<file path="config.mk">
export PLATFORM = sky130hd
export DESIGN_NAME = stopwatch_countdown_timer_core
export DESIGN_NICKNAME = d
export VERILOG_FILES = /design/src/rtl/core/swct_pkg.sv /design/src/rtl/core/swct_csr.sv /design/src/rtl/core/swct_cmd.sv /design/src/rtl/core/swct_split.sv /design/src/rtl/core/stopwatch_countdown_timer_core.sv
export VERILOG_INCLUDE_DIRS = /design/src /design/src/rtl/core
export SDC_FILE = /design/constraint.sdc
export NUM_CORES = 1
export LEC_CHECK = 0
export BUFFER_PORTS_ARGS = -buffer_cell sky130_fd_sc_hd__buf_2
export CORE_ASPECT_RATIO = 1.2
export CORE_MARGIN = 3
export CORE_UTILIZATION = 35
export DETAILED_ROUTE_END_ITERATION = 8
export HOLD_SLACK_MARGIN = 0.15
export PLACE_DENSITY_LB_ADDON = 0.25
export SETUP_SLACK_MARGIN = 0.5
export SLEW_MARGIN = 20
export SYNTH_ARGS = -nofsm -noshare
export SYNTH_HDL_FRONTEND = slang
export SYNTH_HIERARCHICAL = 1
export SYNTH_SLANG_ARGS = --single-unit
</file>
<file path="constraint.sdc">
create_clock -name clock -period 16.9 [get_ports clock]
set_input_delay 1.69 -clock clock [delete_from_list [all_inputs] [get_ports clock]]
set_output_delay 1.69 -clock clock [all_outputs]
set_load 0.005 [all_outputs]
</file>
<file path="src/rtl/core/assert_macros.svh">
// assertion macros shared by the timer core modules
// no dependencies; included by every module that checks its own logic
`ifndef ASSERT_MACROS_SVH
`define ASSERT_MACROS_SVH

`ifndef ASSERT_OFF

// same-cycle implication
`define ASSERT_IMPLIES(lbl, clk, rst, ante, cons, msg) \
   lbl: assert property (@(posedge clk) disable iff (rst) (ante) |-> (cons)) \
      else $error(msg);

// next-cycle implication
`define ASSERT_NEXT(lbl, clk, rst, ante, cons, msg) \
   lbl: assert property (@(posedge clk) disable iff (rst) (ante) |=> (cons)) \
      else $error(msg);

`else

`define ASSERT_IMPLIES(lbl, clk, rst, ante, cons, msg)
`define ASSERT_NEXT(lbl, clk, rst, ante, cons, msg)

`endif

`endif

</file>
<file path="src/rtl/core/swct_pkg.sv">
// types and constants of the stopwatch / countdown timer core
// no dependencies; imported by every module of the core
`default_nettype none

package swct_pkg;

   // fixed field widths
   localparam int REG_W       = 27;
   localparam int FUNC_W      = 3;
   localparam int ELAPSED_W   = 16;
   localparam int REST_W      = 17;
   localparam int CSR_INDEX_W = 2;

   // one minute is 60000 ms = 2^5 * 1875
   localparam int MS_PER_MIN = 60000;
   localparam int MIN_SHIFT  = 5;
   localparam int DIV_ODD    = 1875;
   localparam int DIV_ODD_W  = 11;

   // register reset values
   localparam logic signed [REG_W-1:0] START_VALUE_RESET = REG_W'(0);
   localparam logic signed [REG_W-1:0] MIN_LIMIT_RESET   = REG_W'(-100);
   localparam logic signed [REG_W-1:0] MAX_LIMIT_RESET   = REG_W'(35000000);

   // command codes
   typedef enum logic [FUNC_W-1:0] {
      FN_TICK      = 3'd0,
      FN_START     = 3'd1,
      FN_STOP      = 3'd2,
      FN_RESET     = 3'd3,
      FN_INCREMENT = 3'd4,
      FN_INQUIRE   = 3'd5
   } func_type;

   // result event codes
   typedef enum logic [1:0] {
      EVT_NONE    = 2'd0,
      EVT_LIMIT   = 2'd1,
      EVT_INQUIRY = 2'd2
   } evt_type;

   // configuration register indexes
   typedef enum logic [CSR_INDEX_W-1:0] {
      CSR_START_VALUE = 2'd0,
      CSR_MIN_LIMIT   = 2'd1,
      CSR_MAX_LIMIT   = 2'd2
   } csr_index_type;

   typedef struct packed {
      logic signed [REG_W-1:0] start_value;
      logic signed [REG_W-1:0] min_limit;
      logic signed [REG_W-1:0] max_limit;
   } cfg_type;

   typedef struct packed {
      logic    running;
      evt_type evt;
   } status_type;

endpackage

`default_nettype wire

</file>
<file path="src/rtl/core/swct_csr.sv">
// configuration registers of the timer core: start value and the two limits
// depends on swct_pkg
`default_nettype none

module swct_csr import swct_pkg::*; (
   input  wire logic                    clock,
   input  wire logic                    reset,
   input  wire logic                    csr_wr_en,
   input  wire logic [CSR_INDEX_W-1:0]  csr_index,
   input  wire logic [REG_W-1:0]        csr_wdata,
   output cfg_type                      cfg
);

   cfg_type cfg_ff;

   // register writes, unknown indexes ignored
   always_ff @(posedge clock) begin
      if (reset) begin
         cfg_ff.start_value <= START_VALUE_RESET;
         cfg_ff.min_limit   <= MIN_LIMIT_RESET;
         cfg_ff.max_limit   <= MAX_LIMIT_RESET;
      end else if (csr_wr_en) begin
         case (csr_index_type'(csr_index))
            CSR_START_VALUE: cfg_ff.start_value <= $signed(csr_wdata);
            CSR_MIN_LIMIT:   cfg_ff.min_limit   <= $signed(csr_wdata);
            CSR_MAX_LIMIT:   cfg_ff.max_limit   <= $signed(csr_wdata);
            default: ;
         endcase
      end
   end

   assign cfg = cfg_ff;

endmodule

`default_nettype wire

</file>
<file path="src/rtl/core/swct_cmd.sv">
// command execution: timer state, saturating update, limit check and first result stage
// depends on swct_pkg and assert_macros.svh
`default_nettype none
`include "assert_macros.svh"

module swct_cmd import swct_pkg::*; #(
   parameter int TIME_WIDTH = 27
) (
   input  wire logic                         clock,
   input  wire logic                         reset,
   input  wire cfg_type                      cfg,
   input  wire logic                         req_valid,
   output logic                              req_stall,
   input  wire logic [FUNC_W-1:0]            req_func,
   input  wire logic [ELAPSED_W-1:0]         req_elapsed_ms,
   input  wire logic signed [REG_W-1:0]      req_amount_ms,
   output logic                              s1_valid,
   output logic signed [TIME_WIDTH-1:0]      s1_time,
   output status_type                        s1_status,
   input  wire logic                         down_ready
);

   // working width holds both the time range and the register range with headroom
   localparam int CW = ((TIME_WIDTH > REG_W) ? TIME_WIDTH : REG_W) + 2;
   localparam logic signed [CW-1:0] T_MAX =
      {{(CW-TIME_WIDTH+1){1'b0}}, {(TIME_WIDTH-1){1'b1}}};
   localparam logic signed [CW-1:0] T_MIN =
      {{(CW-TIME_WIDTH+1){1'b1}}, {(TIME_WIDTH-1){1'b0}}};

   logic signed [TIME_WIDTH-1:0] time_ff, time_in;
   logic                         running_ff, running_in;
   logic                         s1_valid_ff;
   logic signed [TIME_WIDTH-1:0] s1_time_ff;
   status_type                   s1_status_ff;

   func_type                     fn;
   logic                         s1_ready;
   logic                         accept;
   logic                         countdown;
   logic                         limit_hit;
   logic signed [CW-1:0]         time_ext, elapsed_ext, amount_ext, start_ext;
   logic signed [CW-1:0]         min_ext, max_ext;
   logic signed [CW-1:0]         start_abs, addend, upd_sum, cand, clamped, check_time;
   evt_type                      evt;

   assign fn        = func_type'(req_func);
   assign s1_ready  = !s1_valid_ff || down_ready;
   assign req_stall = reset || !s1_ready;
   assign accept    = req_valid && !req_stall;
   assign countdown = cfg.start_value[REG_W-1];

   // operands extended to the working width
   assign time_ext    = $signed({{(CW-TIME_WIDTH){time_ff[TIME_WIDTH-1]}}, time_ff});
   assign elapsed_ext = $signed({{(CW-ELAPSED_W){1'b0}}, req_elapsed_ms});
   assign amount_ext  = $signed({{(CW-REG_W){req_amount_ms[REG_W-1]}}, req_amount_ms});
   assign start_ext   =
      $signed({{(CW-REG_W){cfg.start_value[REG_W-1]}}, cfg.start_value});
   assign min_ext     = $signed({{(CW-REG_W){cfg.min_limit[REG_W-1]}}, cfg.min_limit});
   assign max_ext     = $signed({{(CW-REG_W){cfg.max_limit[REG_W-1]}}, cfg.max_limit});

   // one shared adder for tick and increment, then saturation to the time range
   always_comb begin
      start_abs = countdown ? -start_ext : start_ext;
      if (fn == FN_INCREMENT) begin
         addend = amount_ext;
      end else begin
         addend = countdown ? -elapsed_ext : elapsed_ext;
      end
      upd_sum = time_ext + addend;
      cand    = (fn == FN_RESET) ? start_abs : upd_sum;
      if (cand > T_MAX) begin
         clamped = T_MAX;
      end else if (cand < T_MIN) begin
         clamped = T_MIN;
      end else begin
         clamped = cand;
      end
   end

   // limit check sees the time after this tick
   assign check_time = running_ff ? clamped : time_ext;
   assign limit_hit  = (check_time <= min_ext) || (check_time >= max_ext);

   // next state and event of the command
   always_comb begin
      time_in    = time_ff;
      running_in = running_ff;
      evt        = EVT_NONE;
      case (fn)
         FN_TICK: begin
            if (running_ff) begin
               time_in = clamped[TIME_WIDTH-1:0];
            end
            if (limit_hit) begin
               running_in = 1'b0;
               evt        = EVT_LIMIT;
            end
         end
         FN_START: running_in = 1'b1;
         FN_STOP:  running_in = 1'b0;
         FN_RESET: time_in = clamped[TIME_WIDTH-1:0];
         FN_INCREMENT: begin
            if (running_ff) begin
               time_in = clamped[TIME_WIDTH-1:0];
            end
         end
         FN_INQUIRE: evt = EVT_INQUIRY;
         default: ;
      endcase
   end

   // timer state
   always_ff @(posedge clock) begin
      if (reset) begin
         time_ff    <= '0;
         running_ff <= 1'b0;
      end else if (accept) begin
         time_ff    <= time_in;
         running_ff <= running_in;
      end
   end

   // first result stage
   always_ff @(posedge clock) begin
      if (reset) begin
         s1_valid_ff <= 1'b0;
      end else if (s1_ready) begin
         s1_valid_ff <= accept;
      end
   end

   always_ff @(posedge clock) begin
      if (accept) begin
         s1_time_ff           <= time_in;
         s1_status_ff.running <= running_in;
         s1_status_ff.evt     <= evt;
      end
   end

   assign s1_valid  = s1_valid_ff;
   assign s1_time   = s1_time_ff;
   assign s1_status = s1_status_ff;

   // a limit event always reports a stopped timer
   `ASSERT_IMPLIES(a_limit_stopped, clock, reset,
      s1_valid_ff && (s1_status_ff.evt == EVT_LIMIT), !s1_status_ff.running,
      "limit event with timer still running")

   // a stop command leaves the timer stopped
   `ASSERT_NEXT(a_stop_clears, clock, reset,
      accept && (fn == FN_STOP), !running_ff,
      "timer running after stop")

   // the first stage result mirrors the state it was taken from
   `ASSERT_NEXT(a_stage_matches_state, clock, reset,
      accept, s1_valid_ff && (s1_time_ff == time_ff) && (s1_status_ff.running == running_ff),
      "first stage differs from timer state")

endmodule

`default_nettype wire

</file>
<file path="src/rtl/core/swct_split.sv">
// minute split pipeline: magnitude, reciprocal multiply in partial products,
// correction and sign, ending in the output register; depends on swct_pkg
`default_nettype none
`include "assert_macros.svh"

module swct_split import swct_pkg::*; #(
   parameter int TIME_WIDTH = 27
) (
   input  wire logic                          clock,
   input  wire logic                          reset,
   input  wire logic                          s1_valid,
   input  wire logic signed [TIME_WIDTH-1:0]  s1_time,
   input  wire status_type                    s1_status,
   output logic                               up_ready,
   output logic                               rsp_valid,
   input  wire logic                          rsp_stall,
   output logic signed [TIME_WIDTH-1:0]       rsp_time_ms,
   output logic signed [TIME_WIDTH-16:0]      rsp_whole_minutes,
   output logic signed [REST_W-1:0]           rsp_rest_ms,
   output logic                               rsp_is_running,
   output logic [1:0]                         rsp_event_res
);

   // magnitude shifted by 2^5 is divided by 1875 through a scaled reciprocal
   localparam int N_W   = TIME_WIDTH - MIN_SHIFT;
   localparam int S_SH  = N_W + DIV_ODD_W;
   localparam int M_W   = N_W + 1;
   localparam int P_W   = N_W + M_W;
   localparam int Q_W   = N_W - 10;
   localparam int HN    = (N_W + 1) / 2;
   localparam int HM    = (M_W + 1) / 2;
   localparam int MIN_W = TIME_WIDTH - 15;
   localparam int R_W   = DIV_ODD_W + 1;
   localparam logic [M_W-1:0] RECIP = M_W'((64'd1 << S_SH) / 64'(DIV_ODD));

   logic out_ready, s3_ready, s2_ready;

   // stage 2 registers
   logic                          s2_valid_ff;
   logic signed [TIME_WIDTH-1:0]  s2_time_ff;
   status_type                    s2_status_ff;
   logic [N_W-1:0]                s2_n_ff;
   logic [MIN_SHIFT-1:0]          s2_low_ff;
   logic                          s2_neg_ff;
   logic [HN+HM-1:0]              s2_pp_ll_ff;
   logic [HN+M_W-HM-1:0]          s2_pp_lh_ff;
   logic [N_W-HN+HM-1:0]          s2_pp_hl_ff;
   logic [N_W-HN+M_W-HM-1:0]      s2_pp_hh_ff;

   // stage 3 registers
   logic                          s3_valid_ff;
   logic signed [TIME_WIDTH-1:0]  s3_time_ff;
   status_type                    s3_status_ff;
   logic [N_W-1:0]                s3_n_ff;
   logic [MIN_SHIFT-1:0]          s3_low_ff;
   logic                          s3_neg_ff;
   logic [Q_W-1:0]                s3_q0_ff;

   // output registers
   logic                          out_valid_ff;
   logic signed [TIME_WIDTH-1:0]  out_time_ff;
   logic signed [MIN_W-1:0]       out_minutes_ff;
   logic signed [REST_W-1:0]      out_rest_ff;
   status_type                    out_status_ff;

   logic [TIME_WIDTH-1:0]         mag;
   logic [N_W-1:0]                mag_n;
   logic [P_W-1:0]                psum;
   logic [N_W:0]                  qprod;
   logic [N_W:0]                  rem_full;
   logic [R_W-1:0]                rem0;
   logic                          corr;
   logic [Q_W-1:0]                q_fix;
   logic [R_W-1:0]                r_fix;
   logic [REST_W-2:0]             rest_mag;
   logic signed [MIN_W-1:0]       minutes;
   logic signed [REST_W-1:0]      rest;

   // stall chain back from the result side
   assign out_ready = !out_valid_ff || !rsp_stall;
   assign s3_ready  = !s3_valid_ff || out_ready;
   assign s2_ready  = !s2_valid_ff || s3_ready;
   assign up_ready  = s2_ready;

   // magnitude of the time, the most negative value maps to 2^(w-1)
   assign mag   = s1_time[TIME_WIDTH-1] ? (~s1_time + 1'b1) : s1_time;
   assign mag_n = mag[TIME_WIDTH-1:MIN_SHIFT];

   always_ff @(posedge clock) begin
      if (reset) begin
         s2_valid_ff <= 1'b0;
      end else if (s2_ready) begin
         s2_valid_ff <= s1_valid;
      end
   end

   // stage 2: four partial products of magnitude times reciprocal
   always_ff @(posedge clock) begin
      if (s2_ready && s1_valid) begin
         s2_time_ff   <= s1_time;
         s2_status_ff <= s1_status;
         s2_n_ff      <= mag_n;
         s2_low_ff    <= mag[MIN_SHIFT-1:0];
         s2_neg_ff    <= s1_time[TIME_WIDTH-1];
         s2_pp_ll_ff  <= mag_n[HN-1:0] * RECIP[HM-1:0];
         s2_pp_lh_ff  <= mag_n[HN-1:0] * RECIP[M_W-1:HM];
         s2_pp_hl_ff  <= mag_n[N_W-1:HN] * RECIP[HM-1:0];
         s2_pp_hh_ff  <= mag_n[N_W-1:HN] * RECIP[M_W-1:HM];
      end
   end

   // stage 3: sum of the partial products gives a quotient estimate
   assign psum = P_W'(s2_pp_ll_ff)
               + (P_W'(s2_pp_lh_ff) << HM)
               + (P_W'(s2_pp_hl_ff) << HN)
               + (P_W'(s2_pp_hh_ff) << (HN + HM));

   always_ff @(posedge clock) begin
      if (reset) begin
         s3_valid_ff <= 1'b0;
      end else if (s3_ready) begin
         s3_valid_ff <= s2_valid_ff;
      end
   end

   always_ff @(posedge clock) begin
      if (s3_ready && s2_valid_ff) begin
         s3_time_ff   <= s2_time_ff;
         s3_status_ff <= s2_status_ff;
         s3_n_ff      <= s2_n_ff;
         s3_low_ff    <= s2_low_ff;
         s3_neg_ff    <= s2_neg_ff;
         s3_q0_ff     <= psum[P_W-1:S_SH];
      end
   end

   // estimate is exact or one low: one compare and subtract fixes it
   assign qprod    = (N_W+1)'(s3_q0_ff) * (N_W+1)'(DIV_ODD);
   assign rem_full = {1'b0, s3_n_ff} - qprod;
   assign rem0     = rem_full[R_W-1:0];
   assign corr     = rem0 >= R_W'(DIV_ODD);
   assign q_fix    = s3_q0_ff + Q_W'(corr);
   assign r_fix    = corr ? (rem0 - R_W'(DIV_ODD)) : rem0;
   assign rest_mag = {r_fix[DIV_ODD_W-1:0], s3_low_ff};

   // both parts carry the sign of the time
   assign minutes = s3_neg_ff ? -$signed(q_fix) : $signed(q_fix);
   assign rest    = s3_neg_ff ? -$signed({1'b0, rest_mag}) : $signed({1'b0, rest_mag});

   always_ff @(posedge clock) begin
      if (reset) begin
         out_valid_ff <= 1'b0;
      end else if (out_ready) begin
         out_valid_ff <= s3_valid_ff;
      end
   end

   always_ff @(posedge clock) begin
      if (out_ready && s3_valid_ff) begin
         out_time_ff    <= s3_time_ff;
         out_minutes_ff <= minutes;
         out_rest_ff    <= rest;
         out_status_ff  <= s3_status_ff;
      end
   end

   assign rsp_valid         = out_valid_ff;
   assign rsp_time_ms       = out_time_ff;
   assign rsp_whole_minutes = out_minutes_ff;
   assign rsp_rest_ms       = out_rest_ff;
   assign rsp_is_running    = out_status_ff.running;
   assign rsp_event_res     = out_status_ff.evt;

   // reciprocal estimate is never more than one below the true quotient
   `ASSERT_IMPLIES(a_estimate_close, clock, reset,
      s3_valid_ff, (rem_full < (N_W+1)'(2 * DIV_ODD)),
      "quotient estimate off by more than one")

   // remainder stays within one minute
   `ASSERT_IMPLIES(a_rest_range, clock, reset,
      out_valid_ff,
      (out_rest_ff < REST_W'(MS_PER_MIN)) && (out_rest_ff > -REST_W'(MS_PER_MIN)),
      "remainder outside one minute")

   // a nonzero remainder has the sign of the time
   `ASSERT_IMPLIES(a_rest_sign, clock, reset,
      out_valid_ff && (out_rest_ff != '0),
      out_rest_ff[REST_W-1] == out_time_ff[TIME_WIDTH-1],
      "remainder sign differs from time sign")

endmodule

`default_nettype wire

</file>
<file path="src/rtl/core/stopwatch_countdown_timer_core.sv">
// stopwatch / countdown timer core: an accepted command word passes the first
// result stage, stages 2 and 3 and the output register; one word accepted every
// cycle while not stalled, set by the state update loop; the later stages halt
// only on result stall; synchronous active-high reset: timer stopped at zero,
// registers at reset values, pipeline empty; no clearing pass
`default_nettype none

module stopwatch_countdown_timer_core import swct_pkg::*; #(
   parameter int TIME_WIDTH = 27
) (
   input  wire logic                          clock,
   input  wire logic                          reset,
   // configuration
   input  wire logic                          csr_wr_en,
   input  wire logic [CSR_INDEX_W-1:0]        csr_index,
   input  wire logic [REG_W-1:0]              csr_wdata,
   // command words
   input  wire logic                          req_valid,
   output logic                               req_stall,
   input  wire logic [FUNC_W-1:0]             req_func,
   input  wire logic [ELAPSED_W-1:0]          req_elapsed_ms,
   input  wire logic signed [REG_W-1:0]       req_amount_ms,
   // result words
   output logic                               rsp_valid,
   input  wire logic                          rsp_stall,
   output logic signed [TIME_WIDTH-1:0]       rsp_time_ms,
   output logic signed [TIME_WIDTH-16:0]      rsp_whole_minutes,
   output logic signed [REST_W-1:0]           rsp_rest_ms,
   output logic                               rsp_is_running,
   output logic [1:0]                         rsp_event_res
);

   cfg_type                      cfg;
   logic                         s1_valid;
   logic signed [TIME_WIDTH-1:0] s1_time;
   status_type                   s1_status;
   logic                         down_ready;

   swct_csr u_csr (
      .clock     (clock),
      .reset     (reset),
      .csr_wr_en (csr_wr_en),
      .csr_index (csr_index),
      .csr_wdata (csr_wdata),
      .cfg       (cfg)
   );

   swct_cmd #(
      .TIME_WIDTH (TIME_WIDTH)
   ) u_cmd (
      .clock          (clock),
      .reset          (reset),
      .cfg            (cfg),
      .req_valid      (req_valid),
      .req_stall      (req_stall),
      .req_func       (req_func),
      .req_elapsed_ms (req_elapsed_ms),
      .req_amount_ms  (req_amount_ms),
      .s1_valid       (s1_valid),
      .s1_time        (s1_time),
      .s1_status      (s1_status),
      .down_ready     (down_ready)
   );

   swct_split #(
      .TIME_WIDTH (TIME_WIDTH)
   ) u_split (
      .clock             (clock),
      .reset             (reset),
      .s1_valid          (s1_valid),
      .s1_time           (s1_time),
      .s1_status         (s1_status),
      .up_ready          (down_ready),
      .rsp_valid         (rsp_valid),
      .rsp_stall         (rsp_stall),
      .rsp_time_ms       (rsp_time_ms),
      .rsp_whole_minutes (rsp_whole_minutes),
      .rsp_rest_ms       (rsp_rest_ms),
      .rsp_is_running    (rsp_is_running),
      .rsp_event_res     (rsp_event_res)
   );

endmodule

`default_nettype wire

</file>
==> results.json <==
{
  "total_power_mw": 7.64,
  "cp-end-kind": "flip-flop",
  "min_period_ns": 10.01,
  "path_clk_slew_ns": 0.06,
  "cts_tree": "yes",
  "synth-async-reset-ratio_pct": 0,
  "grt.busiest_layer": "met2",
  "max_freq_mhz": 99.9,
  "status": "finished, final reports clean",
  "drt_first_pass_iters": 5,
  "cts_hold_buf": 0,
  "grt_pass1_wl_mm": 124,
  "synth.distinct_cells": 104,
  "yosys_warnings": 6,
  "whs_ns": 0.413,
  "holdCritStartpoint": "u_split/s2_time_ff[19]",
  "dp.cells": 4224,
  "wl_per_cell_um": 18.7,
  "critical_path_required_ns": 17.23,
  "route.detailed.drc": 0,
  "synth_fp_nets": 3643,
  "rows": 118,
  "syn2layout_area_growth_pct": 11.7,
  "finalHoldViolations": 0,
  "grt_pass1_vias": 21900,
  "synth_cells": 2992,
  "cts_resized": 0,
  "skew_ns": 0.0344,
  "antenna_left": 0,
  "drive_above_1_share_pct": 10.2,
  "antenna_found_initial": 4,
  "cts_made_buffers": 43,
  "hold_path_class": "reg2reg",
  "setup_viol": 0,
  "path_max_fanout": 18,
  "pre_cts_ws_ns": 6.37,
  "seq_area_frac_synth_pct": 33.1,
  "rrSetupSlack_ns": 8.13,
  "layout_setup_ws_ns": 6.89,
  "drt_iter0_drc": 1218,
  "num_vias": 21781,
  "r2r-start": "u_cmd/s1_time[7]",
  "wirelength_mm": 80.4,
  "finalNonFillerCells": 4308,
  "finalMaxSlewViolations": 0,
  "fill_cells": 8614,
  "grt_setup_unrepaired": "false",
  "power_density_nw_per_um2": 223,
  "final_util_pct": 39.5,
  "tightest_slew_ns": 1.13,
  "cts_buffer_depth": 3,
  "grt.met3_usage_pct": 1.85,
  "via_per_inst": 5.06,
  "rr_worst_depth": 20,
  "power_leakage_nw": 15.1,
  "syn_avg_cell_area_um2": 10.2,
  "synthFlopType": "edfxtp_1",
  "post-cts-setup-buffer-count": 0,
  "initial_core_util_pct": 35.4,
  "overflow": 0,
  "irDropWorstVdd_mv": 0.697,
  "min_to": "u_split/s3_time_ff[19]",
  "io_pins": 141,
  "critPathMaxStageDelay_ns": 0.70,
  "design.die.area_um2": 91100,
  "placement.cell_area_um2": 32600,
  "clock_sinks": 375,
  "slowest_stage": "clkinv_1",
  "core_um2": 86500,
  "chipHeight_um": 330,
  "period_share_pct": 59.2,
  "start_kind": "input pin",
  "clk_latency_ns": 0.58,
  "die_w_um": 276,
  "crit_type": "in2reg",
  "syn_area_um2": 30600,
  "met1_usage_pct": 19.9,
  "synth-edff-count": 262,
  "setup_tns_ns": 0,
  "grt.total_usage_pct": 17.4,
  "synth-seq-cells": 375,
  "timing.rr.end": "u_split/s2_pp_hl_ff[20]",
  "place_congestion": 0.877,
  "h-tree-depth": 2,
  "io_buffers": 140,
  "cts-root-buf": "clkbuf_16",
  "worst-endpoint-arrival_ns": 10.34,
  "final_area_um2": 34200,
  "dp_hpwl_mm": 63.8,
  "met2_usage_pct": 33.7,
  "grt_max_degree": 105,
  "nets": 3780,
  "cap_violations": 0,
  "max-slew-margin-rel_pct": 24.5,
  "whs_path_depth": 0
}
logic make-up (layout without fill, tap and decap cells):
logic type / after synthesis / after routing / synth area share [%]
compound gates: 568 / 568 / 12.7
simple gates: 710 / 710 / 11.6
mux: 93 / 93 / 3.04
other cells: 0 / 4 / 0
buf+inv: 466 / 638 / 6.30
flops: 375 / 375 / 33.1
xor+xnor: 209 / 209 / 6.00
fa+ha+maj: 571 / 571 / 27.3
flip-flops by register name (all words and copies together) (netlist names), 2 cells and up:
signal and count:
u_split/s3_q0_ff 12, u_split/s2_pp_hh_ff 21, u_cmd/s1_time 27, u_split/s2_status_ff 3
u_split/rsp_time_ms 27, u_split/s3_time_ff 27, u_split/s2_n_ff 11, u_split/s3_status_ff 3
u_split/s2_pp_lh_ff 20, u_split/s3_n_ff 12, u_split/rsp_rest_ms 16, u_csr/cfg 81
u_split/s2_pp_ll_ff 10, u_split/s2_time_ff 27, u_split/s3_low_ff 4, u_cmd/s1_status 3
u_split/rsp_event_res 2, u_split/s2_low_ff 4, u_split/s2_pp_hl_ff 20, u_split/rsp_whole_minutes 12
u_cmd/time_ff 27
final cells by class:
type	instances	area (um2)	share of cell area, %
clock buffers	46	1110	3.24
well taps	1140	1430	4.17
flip-flops and latches	375	10100	29.6
repair buffers	176	973	2.85
diodes	4	10.0	0.0293
clock inverters	34	479	1.40
multi-input cells	2151	18600	54.5
inverters	382	1430	4.19
how the worst max path moves through the flow:
stage,slack (ns),endpoint,startpoint,cells past startpoint
4_1_cts,6.93,u_cmd/s1_status[0],req_elapsed_ms[8],30
5_1_grt,6.31,u_cmd/s1_status[2],req_elapsed_ms[8],29
2_1_floorplan,8.49,u_cmd/s1_status[0],req_elapsed_ms[8],29
3_3_place_gp,6.53,u_cmd/s1_status[0],req_elapsed_ms[8],30
3_5_place_dp,6.37,u_cmd/s1_status[0],req_elapsed_ms[8],30
6_report,6.89,u_cmd/s1_status[0],req_elapsed_ms[8],30
worst max-delay path: cells and delay by family:
kind	cells	cell delay, ns
simple gates	15	3.81
compound gates	10	2.68
fa+ha+maj	3	1.33
buf+inv	2	0.81
cell usage after synthesis, drive strengths merged, types with 6 or more instances:
master   number  area, um2
a21o         49        368
and2         12       75.1
nand2b       93        584
clkbuf       50        198
nor3         29        156
o211ai       14        139
o311ai        6       52.6
o21a         26        195
nor2b        17        114
a2111oi       6       71.3
inv         381       1430
buf          32        279
a221oi        6       70.1
or2          13       81.3
or3          24        150
a22oi        17        133
o221ai       15        138
mux2i        93        931
ha          409       5120
or4          13        109
o41ai        11        111
fa          162       3240
nand4        27        175
o2111ai       6       58.8
nand3        43        215
dfxtp       113       2260
xor2         57        499
o21bai       16        120
nor4         15        130
nand2       164        616
a31o          6       52.6
and3         16        100
o21ai       122        614
a31oi        59        394
xnor2       152       1340
a211oi       17        128
o31ai        27        216
a21oi       122        622
edfxtp      262       7870
nor2        222        843
placed cells by master (no fill, tap or decap), drive strengths merged, types with 13 or more instances in the layout:
cell	synthesis	layout
nand2b	93	93
o221ai	15	15
xor2	57	57
o21bai	16	16
nor2	222	222
and3	16	16
nor3	29	29
dfxtp	113	113
o211ai	14	14
clkinv	1	18
mux2i	93	93
clkbuf	50	46
nand4	27	27
fa	162	162
o21a	26	26
xnor2	152	152
nor2b	17	17
or2	13	13
or4	13	13
o21ai	122	122
o31ai	27	27
buf	32	176
a211oi	17	17
a21oi	122	122
ha	409	409
nor4	15	15
edfxtp	262	262
inv	381	382
nand2	164	164
or3	24	24
nand3	43	43
a21o	49	49
a31oi	59	59
a22oi	17	17
metal layers:
layer	vias up	part of all wire, %
li1	10800	-
met3	117	3.1
met5	-	0
met1	10474	40
met4	0	3.3
met2	390	53
power by group:
group	switching [mW]	total, mW	internal, mW
registers	0.0789	1.45	1.37
logic	3.06	5.16	2.10
clock network	0.400	1.03	0.635
total	3.54	7.64	4.11
No activity file was read; power rests on OpenSTA's default activity.
